`src/multi_channel_soft_timer_bank_unit_assert.svh`:
```
// Assertion macros for the soft timer bank.
`ifndef MULTI_CHANNEL_SOFT_TIMER_BANK_UNIT_ASSERT_SVH
`define MULTI_CHANNEL_SOFT_TIMER_BANK_UNIT_ASSERT_SVH

`ifndef SYNTHESIS

// expr holds at every clock edge outside reset
`define MCSTB_ASSERT_ALWAYS(label, clk, rst, expr, msg) \
   label: assert property (@(posedge clk) disable iff (rst) (expr)) \
      else $error(msg);

// ante implies cons in the same cycle
`define MCSTB_ASSERT_IMPL(label, clk, rst, ante, cons, msg) \
   label: assert property (@(posedge clk) disable iff (rst) (ante) |-> (cons)) \
      else $error(msg);

`else

`define MCSTB_ASSERT_ALWAYS(label, clk, rst, expr, msg)
`define MCSTB_ASSERT_IMPL(label, clk, rst, ante, cons, msg)

`endif

`endif

```
`src/mcstb_pkg.sv`:
```
`timescale 1ns / 1ps

package mcstb_pkg;

   localparam int KIND_WIDTH   = 3;
   localparam int ID_WIDTH     = 4;
   localparam int AMOUNT_WIDTH = 32;

   // most expiries reported by one service item
   localparam int MAX_RESULTS      = 16;
   localparam int REPORT_CNT_WIDTH = $clog2(MAX_RESULTS + 1);

   typedef enum logic [KIND_WIDTH-1:0] {
      KIND_CREATE  = 3'd0,
      KIND_KILL    = 3'd1,
      KIND_START   = 3'd2,
      KIND_STOP    = 3'd3,
      KIND_ADVANCE = 3'd4,
      KIND_SERVICE = 3'd5
   } kind_type;

   typedef struct packed {
      logic [KIND_WIDTH-1:0]   kind;
      logic [ID_WIDTH-1:0]     timer_id;
      logic [AMOUNT_WIDTH-1:0] amount;
      logic                    reload_enable;
   } req_item_type;

   typedef struct packed {
      logic [ID_WIDTH-1:0] slot_id;
      logic                ok;
      logic                running;
      logic                expired_event;
      logic                last;
   } rsp_item_type;

endpackage

```
`src/mcstb_if.sv`:
```
`timescale 1ns / 1ps

// Command channel
interface mcstb_req_if;
   logic                                 valid;
   logic                                 ready;
   logic [mcstb_pkg::KIND_WIDTH-1:0]     kind;
   logic [mcstb_pkg::ID_WIDTH-1:0]       timer_id;
   logic [mcstb_pkg::AMOUNT_WIDTH-1:0]   amount;
   logic                                 reload_enable;

   modport source (output valid, kind, timer_id, amount, reload_enable, input ready);
   modport sink   (input valid, kind, timer_id, amount, reload_enable, output ready);
endinterface

// Result channel
interface mcstb_rsp_if;
   logic                           valid;
   logic                           ready;
   logic [mcstb_pkg::ID_WIDTH-1:0] slot_id;
   logic                           ok;
   logic                           running;
   logic                           expired_event;
   logic                           last;

   modport source (output valid, slot_id, ok, running, expired_event, last, input ready);
   modport sink   (input valid, slot_id, ok, running, expired_event, last, output ready);
endinterface

```
`src/mcstb_adv_unit.sv`:
```
`timescale 1ns / 1ps

// Shared add and compare for one slot of an advance sweep.
module mcstb_adv_unit #(
   parameter int COUNT_WIDTH = 32
) (
   input  logic [COUNT_WIDTH-1:0] count,
   input  logic [COUNT_WIDTH-1:0] timeout,
   input  logic [COUNT_WIDTH-1:0] elapsed,
   output logic                   reached,
   output logic [COUNT_WIDTH-1:0] new_count
);

   logic [COUNT_WIDTH:0] sum;
   logic [COUNT_WIDTH:0] excess;

   assign sum     = {1'b0, count} + {1'b0, elapsed};
   assign excess  = sum - {1'b0, timeout};
   assign reached = (sum >= {1'b0, timeout});

   always_comb begin
      if (!reached) begin
         new_count = sum[COUNT_WIDTH-1:0];
      end else if (elapsed > timeout) begin
         new_count = '0;
      end else begin
         new_count = excess[COUNT_WIDTH-1:0];
      end
   end

endmodule

```
`src/multi_channel_soft_timer_bank_unit.sv`:
```
`timescale 1ns / 1ps
// Soft timer bank: NUM_TIMERS slots, each with a timeout, a count and
// periodic or one-shot reload, driven by command items on req_ch.
// Results leave on rsp_ch, one item per command, except service, which
// gives one item per expired slot reported (at most 16), with last set on
// the final one, or one empty item if no slot has expired.
// Steps, from acceptance to the result loaded in the output register:
//   create, kill, start, stop, unused kinds: ST_SINGLE, once the output is free.
//   advance: the sweep runs every slot through the one shared adder/comparator,
//            one slot a cycle, behind a registered read of the count and
//            timeout memories; ST_RESP then loads the result.
//   service: the sweep checks one slot a cycle, pausing while a stalled
//            receiver blocks a report, and holds one report back until it
//            knows whether that report is the final one.
// One item is in work at a time; req_ch.ready is high only while idle, but a
// new item is taken while the previous result still waits in the output
// register. A stalled receiver holds the result and, for service, pauses the
// sweep once a second report is ready.
// Reset clears the created, active, enabled and expired flags at once; no
// clearing pass is needed: counts, timeouts and reload flags are written before use.
module multi_channel_soft_timer_bank_unit #(
   parameter int NUM_TIMERS  = 16,
   parameter int COUNT_WIDTH = 32
) (
   input  logic              clock,
   input  logic              reset,
   mcstb_req_if.sink         req_ch,
   mcstb_rsp_if.source       rsp_ch
);

`include "multi_channel_soft_timer_bank_unit_assert.svh"

   localparam int IDX_W = (NUM_TIMERS > 1) ? $clog2(NUM_TIMERS) : 1;
   localparam int CNT_W = $clog2(NUM_TIMERS + 1);
   localparam int NW    = mcstb_pkg::REPORT_CNT_WIDTH;
   localparam int IDW   = mcstb_pkg::ID_WIDTH;
   localparam int AW    = mcstb_pkg::AMOUNT_WIDTH;

   typedef enum logic [5:0] {
      ST_IDLE    = 6'b000001,
      ST_SINGLE  = 6'b000010,
      ST_ADV     = 6'b000100,
      ST_RESP    = 6'b001000,
      ST_SVC     = 6'b010000,
      ST_SVC_END = 6'b100000
   } state_type;

   // report held back during a service sweep
   typedef struct packed {
      logic [IDW-1:0] slot_id;
      logic           running;
   } pend_type;

   state_type                 state_ff, state_in;
   mcstb_pkg::req_item_type   cmd_ff, cmd_in;
   mcstb_pkg::rsp_item_type   out_ff, out_in;
   logic                      out_valid_ff, out_valid_in;

   // per-slot flags
   logic [NUM_TIMERS-1:0]     created_ff, created_in;
   logic [NUM_TIMERS-1:0]     active_ff, active_in;
   logic [NUM_TIMERS-1:0]     enabled_ff, enabled_in;
   logic [NUM_TIMERS-1:0]     expired_ff, expired_in;
   logic [NUM_TIMERS-1:0]     reload_ff;

   // sweep control
   logic [CNT_W-1:0]          k_ff, k_in;
   logic                      s_valid_ff, s_valid_in;
   logic [IDX_W-1:0]          s_idx_ff, s_idx_in;
   logic [NW-1:0]             n_ff, n_in;
   logic                      pend_valid_ff, pend_valid_in;
   pend_type                  pend_ff, pend_in;

   // count and timeout storage
   logic [COUNT_WIDTH-1:0]    timeout_mem [NUM_TIMERS];
   logic [COUNT_WIDTH-1:0]    count_mem [NUM_TIMERS];
   logic [COUNT_WIDTH-1:0]    rd_to_ff;
   logic [COUNT_WIDTH-1:0]    rd_cnt_ff;
   logic [IDX_W-1:0]          rd_addr;
   logic                      cnt_we;
   logic [IDX_W-1:0]          cnt_wa;
   logic [COUNT_WIDTH-1:0]    cnt_wd;
   logic                      to_we;
   logic                      reload_we;

   // command decode
   logic [IDX_W+IDW-1:0]      id_ext;
   logic [IDX_W-1:0]          idx;
   logic                      in_range;
   logic [COUNT_WIDTH+AW-1:0] amt_ext;
   logic [COUNT_WIDTH-1:0]    amt;
   logic [IDX_W-1:0]          kidx;
   logic [IDX_W+IDW-1:0]      k_ext;
   logic                      sweep_done;
   logic                      out_free;

   logic                      adv_reached;
   logic [COUNT_WIDTH-1:0]    adv_count;

   assign id_ext     = {{IDX_W{1'b0}}, cmd_ff.timer_id};
   assign idx        = id_ext[IDX_W-1:0];
   assign in_range   = (32'(cmd_ff.timer_id) < 32'(NUM_TIMERS));
   assign amt_ext    = {{COUNT_WIDTH{1'b0}}, cmd_ff.amount};
   assign amt        = amt_ext[COUNT_WIDTH-1:0];
   assign kidx       = k_ff[IDX_W-1:0];
   assign k_ext      = {{IDW{1'b0}}, kidx};
   assign sweep_done = (k_ff == CNT_W'(NUM_TIMERS));
   assign out_free   = !out_valid_ff || rsp_ch.ready;

   mcstb_adv_unit #(
      .COUNT_WIDTH (COUNT_WIDTH)
   ) u_adv (
      .count     (rd_cnt_ff),
      .timeout   (rd_to_ff),
      .elapsed   (amt),
      .reached   (adv_reached),
      .new_count (adv_count)
   );

   assign req_ch.ready         = (state_ff == ST_IDLE);
   assign rsp_ch.valid         = out_valid_ff;
   assign rsp_ch.slot_id       = out_ff.slot_id;
   assign rsp_ch.ok            = out_ff.ok;
   assign rsp_ch.running       = out_ff.running;
   assign rsp_ch.expired_event = out_ff.expired_event;
   assign rsp_ch.last          = out_ff.last;

   always_comb begin
      logic ok;
      ok            = 1'b0;
      state_in      = state_ff;
      cmd_in        = cmd_ff;
      created_in    = created_ff;
      active_in     = active_ff;
      enabled_in    = enabled_ff;
      expired_in    = expired_ff;
      k_in          = k_ff;
      s_valid_in    = 1'b0;
      s_idx_in      = s_idx_ff;
      n_in          = n_ff;
      pend_valid_in = pend_valid_ff;
      pend_in       = pend_ff;
      out_valid_in  = out_valid_ff && !rsp_ch.ready;
      out_in        = out_ff;
      cnt_we        = 1'b0;
      cnt_wa        = idx;
      cnt_wd        = '0;
      to_we         = 1'b0;
      reload_we     = 1'b0;
      rd_addr       = kidx;

      unique case (state_ff)
         ST_IDLE: begin
            if (req_ch.valid) begin
               cmd_in.kind          = req_ch.kind;
               cmd_in.timer_id      = req_ch.timer_id;
               cmd_in.amount        = req_ch.amount;
               cmd_in.reload_enable = req_ch.reload_enable;
               k_in                 = '0;
               n_in                 = '0;
               pend_valid_in        = 1'b0;
               priority if (req_ch.kind == mcstb_pkg::KIND_ADVANCE) begin
                  state_in = ST_ADV;
               end else if (req_ch.kind == mcstb_pkg::KIND_SERVICE) begin
                  state_in = ST_SVC;
               end else begin
                  state_in = ST_SINGLE;
               end
            end
         end

         ST_SINGLE: begin
            if (out_free) begin
               if (in_range) begin
                  unique case (cmd_ff.kind)
                     mcstb_pkg::KIND_CREATE: begin
                        if (!created_ff[idx]) begin
                           created_in[idx] = 1'b1;
                           active_in[idx]  = 1'b0;
                           enabled_in[idx] = 1'b0;
                           expired_in[idx] = 1'b0;
                           to_we           = 1'b1;
                           reload_we       = 1'b1;
                           cnt_we          = 1'b1;
                           ok              = 1'b1;
                        end
                     end
                     mcstb_pkg::KIND_KILL: begin
                        if (created_ff[idx]) begin
                           created_in[idx] = 1'b0;
                           active_in[idx]  = 1'b0;
                           enabled_in[idx] = 1'b0;
                           expired_in[idx] = 1'b0;
                           ok              = 1'b1;
                        end
                     end
                     mcstb_pkg::KIND_START: begin
                        if (active_ff[idx]) begin
                           enabled_in[idx] = 1'b1;
                           ok              = 1'b1;
                        end else if (created_ff[idx]) begin
                           active_in[idx]  = 1'b1;
                           enabled_in[idx] = 1'b1;
                           expired_in[idx] = 1'b0;
                           cnt_we          = 1'b1;
                           ok              = 1'b1;
                        end
                     end
                     mcstb_pkg::KIND_STOP: begin
                        if (active_ff[idx]) begin
                           active_in[idx]  = 1'b0;
                           enabled_in[idx] = 1'b0;
                           expired_in[idx] = 1'b0;
                           cnt_we          = 1'b1;
                        end
                        ok = 1'b1;
                     end
                     default: begin
                        ok = 1'b0;
                     end
                  endcase
               end
               // unused kinds report the slot as not running
               out_in = '{slot_id: cmd_ff.timer_id, ok: ok,
                          running: in_range && (cmd_ff.kind < mcstb_pkg::KIND_ADVANCE) &&
                                   active_in[idx] && enabled_in[idx],
                          expired_event: 1'b0, last: 1'b1};
               out_valid_in = 1'b1;
               state_in     = ST_IDLE;
            end
         end

         ST_ADV: begin
            // read slot k while slot s_idx (k - 1) goes through the adder
            if (!sweep_done) begin
               s_valid_in = 1'b1;
               s_idx_in   = kidx;
               k_in       = k_ff + CNT_W'(1);
            end else begin
               state_in = ST_RESP;
            end
            if (s_valid_ff && active_ff[s_idx_ff] && enabled_ff[s_idx_ff] &&
                !expired_ff[s_idx_ff]) begin
               cnt_we = 1'b1;
               cnt_wa = s_idx_ff;
               cnt_wd = adv_count;
               if (adv_reached) begin
                  expired_in[s_idx_ff] = 1'b1;
                  enabled_in[s_idx_ff] = reload_ff[s_idx_ff];
               end
            end
         end

         ST_RESP: begin
            if (out_free) begin
               out_in = '{slot_id: '0, ok: 1'b1, running: 1'b0,
                          expired_event: 1'b0, last: 1'b1};
               out_valid_in = 1'b1;
               state_in     = ST_IDLE;
            end
         end

         ST_SVC: begin
            if (sweep_done || n_ff == NW'(mcstb_pkg::MAX_RESULTS)) begin
               state_in = ST_SVC_END;
            end else if (!(active_ff[kidx] && expired_ff[kidx])) begin
               k_in = k_ff + CNT_W'(1);
            end else if (!pend_valid_ff || out_free) begin
               // a new hit proves the held report is not the final one
               if (pend_valid_ff) begin
                  out_in = '{slot_id: pend_ff.slot_id, ok: 1'b1,
                             running: pend_ff.running, expired_event: 1'b1,
                             last: 1'b0};
                  out_valid_in = 1'b1;
               end
               pend_in       = '{slot_id: k_ext[IDW-1:0], running: enabled_ff[kidx]};
               pend_valid_in = 1'b1;
               expired_in[kidx] = 1'b0;
               n_in          = n_ff + NW'(1);
               k_in          = k_ff + CNT_W'(1);
            end
         end

         ST_SVC_END: begin
            if (out_free) begin
               if (pend_valid_ff) begin
                  out_in = '{slot_id: pend_ff.slot_id, ok: 1'b1,
                             running: pend_ff.running, expired_event: 1'b1,
                             last: 1'b1};
               end else begin
                  out_in = '{slot_id: '0, ok: 1'b1, running: 1'b0,
                             expired_event: 1'b0, last: 1'b1};
               end
               out_valid_in  = 1'b1;
               pend_valid_in = 1'b0;
               state_in      = ST_IDLE;
            end
         end

         default: begin
            state_in = ST_IDLE;
         end
      endcase
   end

   always_ff @(posedge clock) begin
      if (reset) begin
         state_ff      <= ST_IDLE;
         created_ff    <= '0;
         active_ff     <= '0;
         enabled_ff    <= '0;
         expired_ff    <= '0;
         out_valid_ff  <= 1'b0;
         s_valid_ff    <= 1'b0;
         pend_valid_ff <= 1'b0;
         k_ff          <= '0;
         n_ff          <= '0;
      end else begin
         state_ff      <= state_in;
         created_ff    <= created_in;
         active_ff     <= active_in;
         enabled_ff    <= enabled_in;
         expired_ff    <= expired_in;
         out_valid_ff  <= out_valid_in;
         s_valid_ff    <= s_valid_in;
         pend_valid_ff <= pend_valid_in;
         k_ff          <= k_in;
         n_ff          <= n_in;
      end
   end

   // payload registers, no reset
   always_ff @(posedge clock) begin
      cmd_ff   <= cmd_in;
      out_ff   <= out_in;
      pend_ff  <= pend_in;
      s_idx_ff <= s_idx_in;
      if (reload_we) begin
         reload_ff[idx] <= cmd_ff.reload_enable;
      end
   end

   // count and timeout memories, one write and one registered read each
   always_ff @(posedge clock) begin
      if (to_we) begin
         timeout_mem[idx] <= amt;
      end
      if (cnt_we) begin
         count_mem[cnt_wa] <= cnt_wd;
      end
      rd_to_ff  <= timeout_mem[rd_addr];
      rd_cnt_ff <= count_mem[rd_addr];
   end

   `MCSTB_ASSERT_ALWAYS(a_active_needs_created, clock, reset, (active_ff & ~created_ff) == '0, "active slot not created")
   `MCSTB_ASSERT_ALWAYS(a_flags_need_active, clock, reset, ((enabled_ff | expired_ff) & ~active_ff) == '0, "enabled or expired slot not active")
   `MCSTB_ASSERT_IMPL(a_adv_stage_in_sweep, clock, reset, s_valid_ff, state_ff == ST_ADV, "advance stage busy outside sweep")
   `MCSTB_ASSERT_IMPL(a_pend_in_service, clock, reset, pend_valid_ff, (state_ff == ST_SVC || state_ff == ST_SVC_END) && n_ff != '0, "held report outside service")

endmodule

```
`src/flat_wrapper.sv`:
```
// flat-port wrapper written by rule: the top's interface ports become plain ports
module multi_channel_soft_timer_bank_unit_flat 
#(
   parameter int NUM_TIMERS  = 16,
   parameter int COUNT_WIDTH = 32
)
  (clock, reset, req_ch_valid, req_ch_kind, req_ch_timer_id, req_ch_amount, req_ch_reload_enable, req_ch_ready, rsp_ch_valid, rsp_ch_slot_id, rsp_ch_ok, rsp_ch_running, rsp_ch_expired_event, rsp_ch_last, rsp_ch_ready);
  mcstb_req_if req_ch_i ();
  mcstb_rsp_if rsp_ch_i ();
  input  logic clock;
  input  logic reset;
  input wire logic [$bits(req_ch_i.valid)-1:0] req_ch_valid;
  input wire logic [$bits(req_ch_i.kind)-1:0] req_ch_kind;
  input wire logic [$bits(req_ch_i.timer_id)-1:0] req_ch_timer_id;
  input wire logic [$bits(req_ch_i.amount)-1:0] req_ch_amount;
  input wire logic [$bits(req_ch_i.reload_enable)-1:0] req_ch_reload_enable;
  output wire logic [$bits(req_ch_i.ready)-1:0] req_ch_ready;
  output wire logic [$bits(rsp_ch_i.valid)-1:0] rsp_ch_valid;
  output wire logic [$bits(rsp_ch_i.slot_id)-1:0] rsp_ch_slot_id;
  output wire logic [$bits(rsp_ch_i.ok)-1:0] rsp_ch_ok;
  output wire logic [$bits(rsp_ch_i.running)-1:0] rsp_ch_running;
  output wire logic [$bits(rsp_ch_i.expired_event)-1:0] rsp_ch_expired_event;
  output wire logic [$bits(rsp_ch_i.last)-1:0] rsp_ch_last;
  input wire logic [$bits(rsp_ch_i.ready)-1:0] rsp_ch_ready;
  assign req_ch_i.valid = req_ch_valid;
  assign req_ch_i.kind = req_ch_kind;
  assign req_ch_i.timer_id = req_ch_timer_id;
  assign req_ch_i.amount = req_ch_amount;
  assign req_ch_i.reload_enable = req_ch_reload_enable;
  assign req_ch_ready = req_ch_i.ready;
  assign rsp_ch_valid = rsp_ch_i.valid;
  assign rsp_ch_slot_id = rsp_ch_i.slot_id;
  assign rsp_ch_ok = rsp_ch_i.ok;
  assign rsp_ch_running = rsp_ch_i.running;
  assign rsp_ch_expired_event = rsp_ch_i.expired_event;
  assign rsp_ch_last = rsp_ch_i.last;
  assign rsp_ch_i.ready = rsp_ch_ready;
  multi_channel_soft_timer_bank_unit #(.NUM_TIMERS(NUM_TIMERS), .COUNT_WIDTH(COUNT_WIDTH)) u_core (.clock(clock), .reset(reset), .req_ch(req_ch_i), .rsp_ch(rsp_ch_i));
endmodule
```
`config.mk`:
```
export PLATFORM = sky130hd
export DESIGN_NAME = multi_channel_soft_timer_bank_unit_flat
export DESIGN_NICKNAME = d
export VERILOG_FILES = /design/src/mcstb_pkg.sv /design/src/mcstb_if.sv /design/src/mcstb_adv_unit.sv /design/src/multi_channel_soft_timer_bank_unit.sv /design/src/flat_wrapper.sv
export VERILOG_INCLUDE_DIRS = /design/src /design/src/src
export SDC_FILE = /design/constraint.sdc
export NUM_CORES = 2
export LEC_CHECK = 0
export ABC_AREA = 1
export ABC_CLOCK_PERIOD_IN_PS = 6800
export BUFFER_PORTS_ARGS = -buffer_cell sky130_fd_sc_hd__buf_4
export CAP_MARGIN = 15
export CORE_ASPECT_RATIO = 1.75
export CORE_MARGIN = 2
export CORE_UTILIZATION = 25
export DETAILED_ROUTE_END_ITERATION = 6
export HOLD_SLACK_MARGIN = 0.1
export SLEW_MARGIN = 10
export SYNTH_ARGS = -nofsm -noshare
export SYNTH_HDL_FRONTEND = slang
export SYNTH_SLANG_ARGS = --single-unit
```
`constraint.sdc`:
```
create_clock -name clock -period 6.8 [get_ports clock]
set_input_delay 2.04 -clock clock [delete_from_list [all_inputs] [get_ports clock]]
set_output_delay 2.04 -clock clock [all_outputs]
set_load 0.005 [all_outputs]
```
==> reports/results.txt <==
HPWL Detailed = 111,000 µm
Final hold slack = 462 ps
Syn Std Cell Area = 54,400 µm²
Core area = 216,000 µm²
FF+latch count, synth = 1,244
Net Sw Power = 9.79 mW
Synth top area cells = edfxtp_1, o21ai_0, dfxtp_1, nor2_1, nand2_1
Port bufs = 53
Layout cells sized above 1 = 8.88%
Synth top area share = 60.5%
Post-CTS Setup Bufs = 0
CTS buffer count = 97
Row count = 226
Setup TNS = 0 ps
Starting Density = 25.2%
Final Non-Filler Cells = 7,962
Gr usage total = 15.1%
Final min period = 6520 ps
Status = complete, no violations
Die ar. = 222,000 µm²
First-pass GRT wire length = 252,000 µm
Worst stage delay on the critical path = 840 ps
Setup ws final = 277 ps
Setup violators final = 0
Synth Area in Compound Gates = 13.4%
ANT nets after route = 0
Latest clock arrival within the worst-skew pair = 730 ps
Initial antenna violation count = 7
Met2 WL = 92,200 µm
Final wirelength = 174,000 µm
Final Hold Fails = 0
Dpl ws = -12.6 ps
Layout net count = 5,176
Power per cell area = 401 nW/µm²
Arrival @ worst endpoint = 6850 ps
TritonCTS clock tree = built
Crit end category = register
Top cell family by delay on the critical path = simple AND/OR/NAND/NOR gates
Synth Area in XOR/XNOR = 0.644%
Mean Syn Cell Area = 10.9 µm²
Switching Fraction = 39.2%
Final Slew Violations = 0
Synthesis-to-finish area growth = 14.3%
Crit path top cell by count = nand2_1
Met3 wire length = 9070 µm
Syn Nets = 5,159
Tot Pwr = 24.9 mW
Pre-antenna DRT Iters = 7
Synth unique cells = 64
Pin count of the biggest net entering global routing = 149
Relative slew slack = 23.6%
Crit path max-delay cell type = nor2_1
Avg WL per Cell = 21.8 µm
Period utilization = 95.9%
Die Ht = 621 µm
GP Congestion = 0.981
Worst VDD drop = 0.311 mV
Highest routed metal layer = met5
CP cell instances = ha_1, a21oi_1, inv_1, a31oi_1, o21bai_1, nand2_1, nand3_1, nand2_1, nand2_1, a31oi_1, xor2_1, ha_1, nand2_1, nor4_2, nand4_1, o2111ai_1, a21oi_1, nand2_2, buf_12, nor2_1, nor2_1
Commonest non-fill, non-tap cell in the layout = edfxtp_1
Grt ovf = 0
Logic pwr share = 37.9%
Vias in the first global route = 39,000
Sequential fraction of the synthesis area = 66.0%
Clock buffer depth = 3
Placed insts = 7,778
CP Class = reg2reg
Worst setup SP type = register
Yosys top cell by area = edfxtp_1
CP required = 7130 ps
Commonest non-fill, non-tap cells in the layout = edfxtp_1, nand2_1, nor2_1
Multiplexer share of the synthesized area = 0%
Worst hold path type = reg2reg
Bufs and invs on worst path = 2
Synth Warn # = 0
RSZ-0062 raised after global routing = no
Cell count after synthesis = 5,011
Post-synthesis adder-cell area fraction = 2.42%
Clock Skews = 47.5 ps
H-Tree Depth = 3
Root Buffer = clkbuf_16
Clock power share = 25.0%
# clock sinks = 1,244
Initial DRC Count = 3,631
Post-route DRC = 0
Via count = 39,800
Post-synthesis simple-gate area fraction = 13.7%
Predominant post-synthesis flop cell = edfxtp_1
Cts-stage hold buffer count = 0
Main combinational cell family by area after synthesis = simple AND/OR/NAND/NOR gates
CTS clock-pin slew for the worst setup and hold paths = 70 ps
WL met1 = 60,800 µm
Die W = 357 µm
Fmax = 0.153 GHz
Reg power frac = 37.1%
Via density = 5.00
R2R Setup Slk = 280 ps
Power Internal = 15.2 mW
Number of synthesized flops with an enable pin = 1,097
Critical Path Fanout Max = 36
Asr flop ratio synth = 0%
Worst-Margin Slew = 1140 ps
Ports = 54
Max-Cap Viols = 0
Lkg Pwr = 22.3 nW
==> flip-flops by register name, indices dropped and copies added (netlist names), 4 cells and up, named ones only <==
register               count
u_core.pend_ff             5
u_core.expired_ff         16
u_core.state_ff            6
u_core.cmd_ff              4
u_core.count_mem         512
u_core.k_ff                5
u_core.rd_to_ff           32
u_core.amt                32
u_core.s_idx_ff            4
u_core.rd_cnt_ff          32
u_core.rsp_ch.slot_id      4
u_core.enabled_ff         16
u_core.active_ff          16
u_core.n_ff                5
u_core.timeout_mem       512
u_core.idx                 4
u_core.reload_ff          16
==> Yosys cell counts, drive strengths merged (8+ instances only) <==
| master | number |
|---|---|
| o31ai | 18 |
| o211ai | 13 |
| ha | 102 |
| or2 | 15 |
| o21a | 14 |
| nor4 | 8 |
| o21ai | 685 |
| xnor2 | 9 |
| a22oi | 11 |
| buf | 50 |
| nand2 | 772 |
| nand3 | 91 |
| xor2 | 31 |
| edfxtp | 1097 |
| a31oi | 12 |
| a211oi | 26 |
| dfxtp | 147 |
| a21oi | 198 |
| nand4 | 105 |
| o22ai | 275 |
| inv | 254 |
| nor2 | 779 |
| nor3 | 20 |
| clkbuf | 217 |
| a311oi | 16 |
==> worst register-to-register path, delay by kind of cell, from the launching register on <==
kind | cells | cell delay (ps)
buf+inv | 2 | 290
simple gates | 10 | 2770
flops | 1 | 720
xor+xnor | 1 | 390
fa+ha+maj | 2 | 720
compound gates | 6 | 1270
==> power by group through the flow <==
| stage | combinational [mW] | clock [mW] | sequential (mW) |
|---|---|---|---|
| after CTS | 9.36 | 6.30 | 9.25 |
| after global placement | 9.25 | 0 | 9.40 |
| after global routing | 10.4 | 6.56 | 9.28 |
| after detailed placement | 9.31 | 0 | 9.41 |
| final | 9.46 | 6.23 | 9.25 |
| after floorplan | 6.44 | 0 | 9.16 |
==> per-layer routing <==
metal  global-route usage (%)  up-vias
met5                        0        -
met4                     9.46        6
met3                     1.86      499
met2                     28.4     1568
met1                     15.6    19700
li1                         -    18000
==> path summary, 6_finish.rpt <==
| path | from | to | cells after the start |
|---|---|---|---|
| max reg2reg | u_core.amt[10] | u_core.count_mem[7][29] | 21 |
| max | u_core.amt[10] | u_core.count_mem[7][29] | 21 |
| min reg2reg | u_core.expired_ff[6] | u_core.expired_ff[6] | 2 |
| min | u_core.expired_ff[6] | u_core.expired_ff[6] | 2 |
==> stage by stage <==
| stage | util, % | instance area, µm² |
|---|---|---|
| after floorplan | - | 54400 |
| after global placement | 27.2 | 58800 |
| after detailed placement | 27.2 | 58800 |
| after CTS | 28.8 | 62200 |
| after global routing | 28.8 | 62200 |
| final | 28.8 | 62200 |
==> final cells by class <==
cell class / count / area, µm²
antenna: 1 / 2.50
clock buffer: 125 / 2610
clock inverter: 57 / 825
fill: 22000 / 154000
inverter: 255 / 971
multi-input combinational: 3245 / 16700
sequential: 1244 / 35900
tap: 2850 / 3570
timing repair buffer: 185 / 1610
==> what timing repair did <==
item / 4_1_cts / 5_1_grt
setup endpoints to repair: 16 / 16
cloned: 0 / 0
resized for setup: 1 / 1
==> logic make-up (layout without fill, tap and decap cells) <==
| kind of cell | after synthesis | after routing |
|---|---|---|
| AO/OA/AOI/OAI | 1302 | 1302 |
| adder cells (fa/ha/maj) | 104 | 104 |
| other | 0 | 1 |
| buffers and inverters | 522 | 622 |
| flip-flops | 1244 | 1244 |
| AND/OR/NAND/NOR | 1799 | 1799 |
| XOR/XNOR | 40 | 40 |
(Power assumes the default switching activity.)
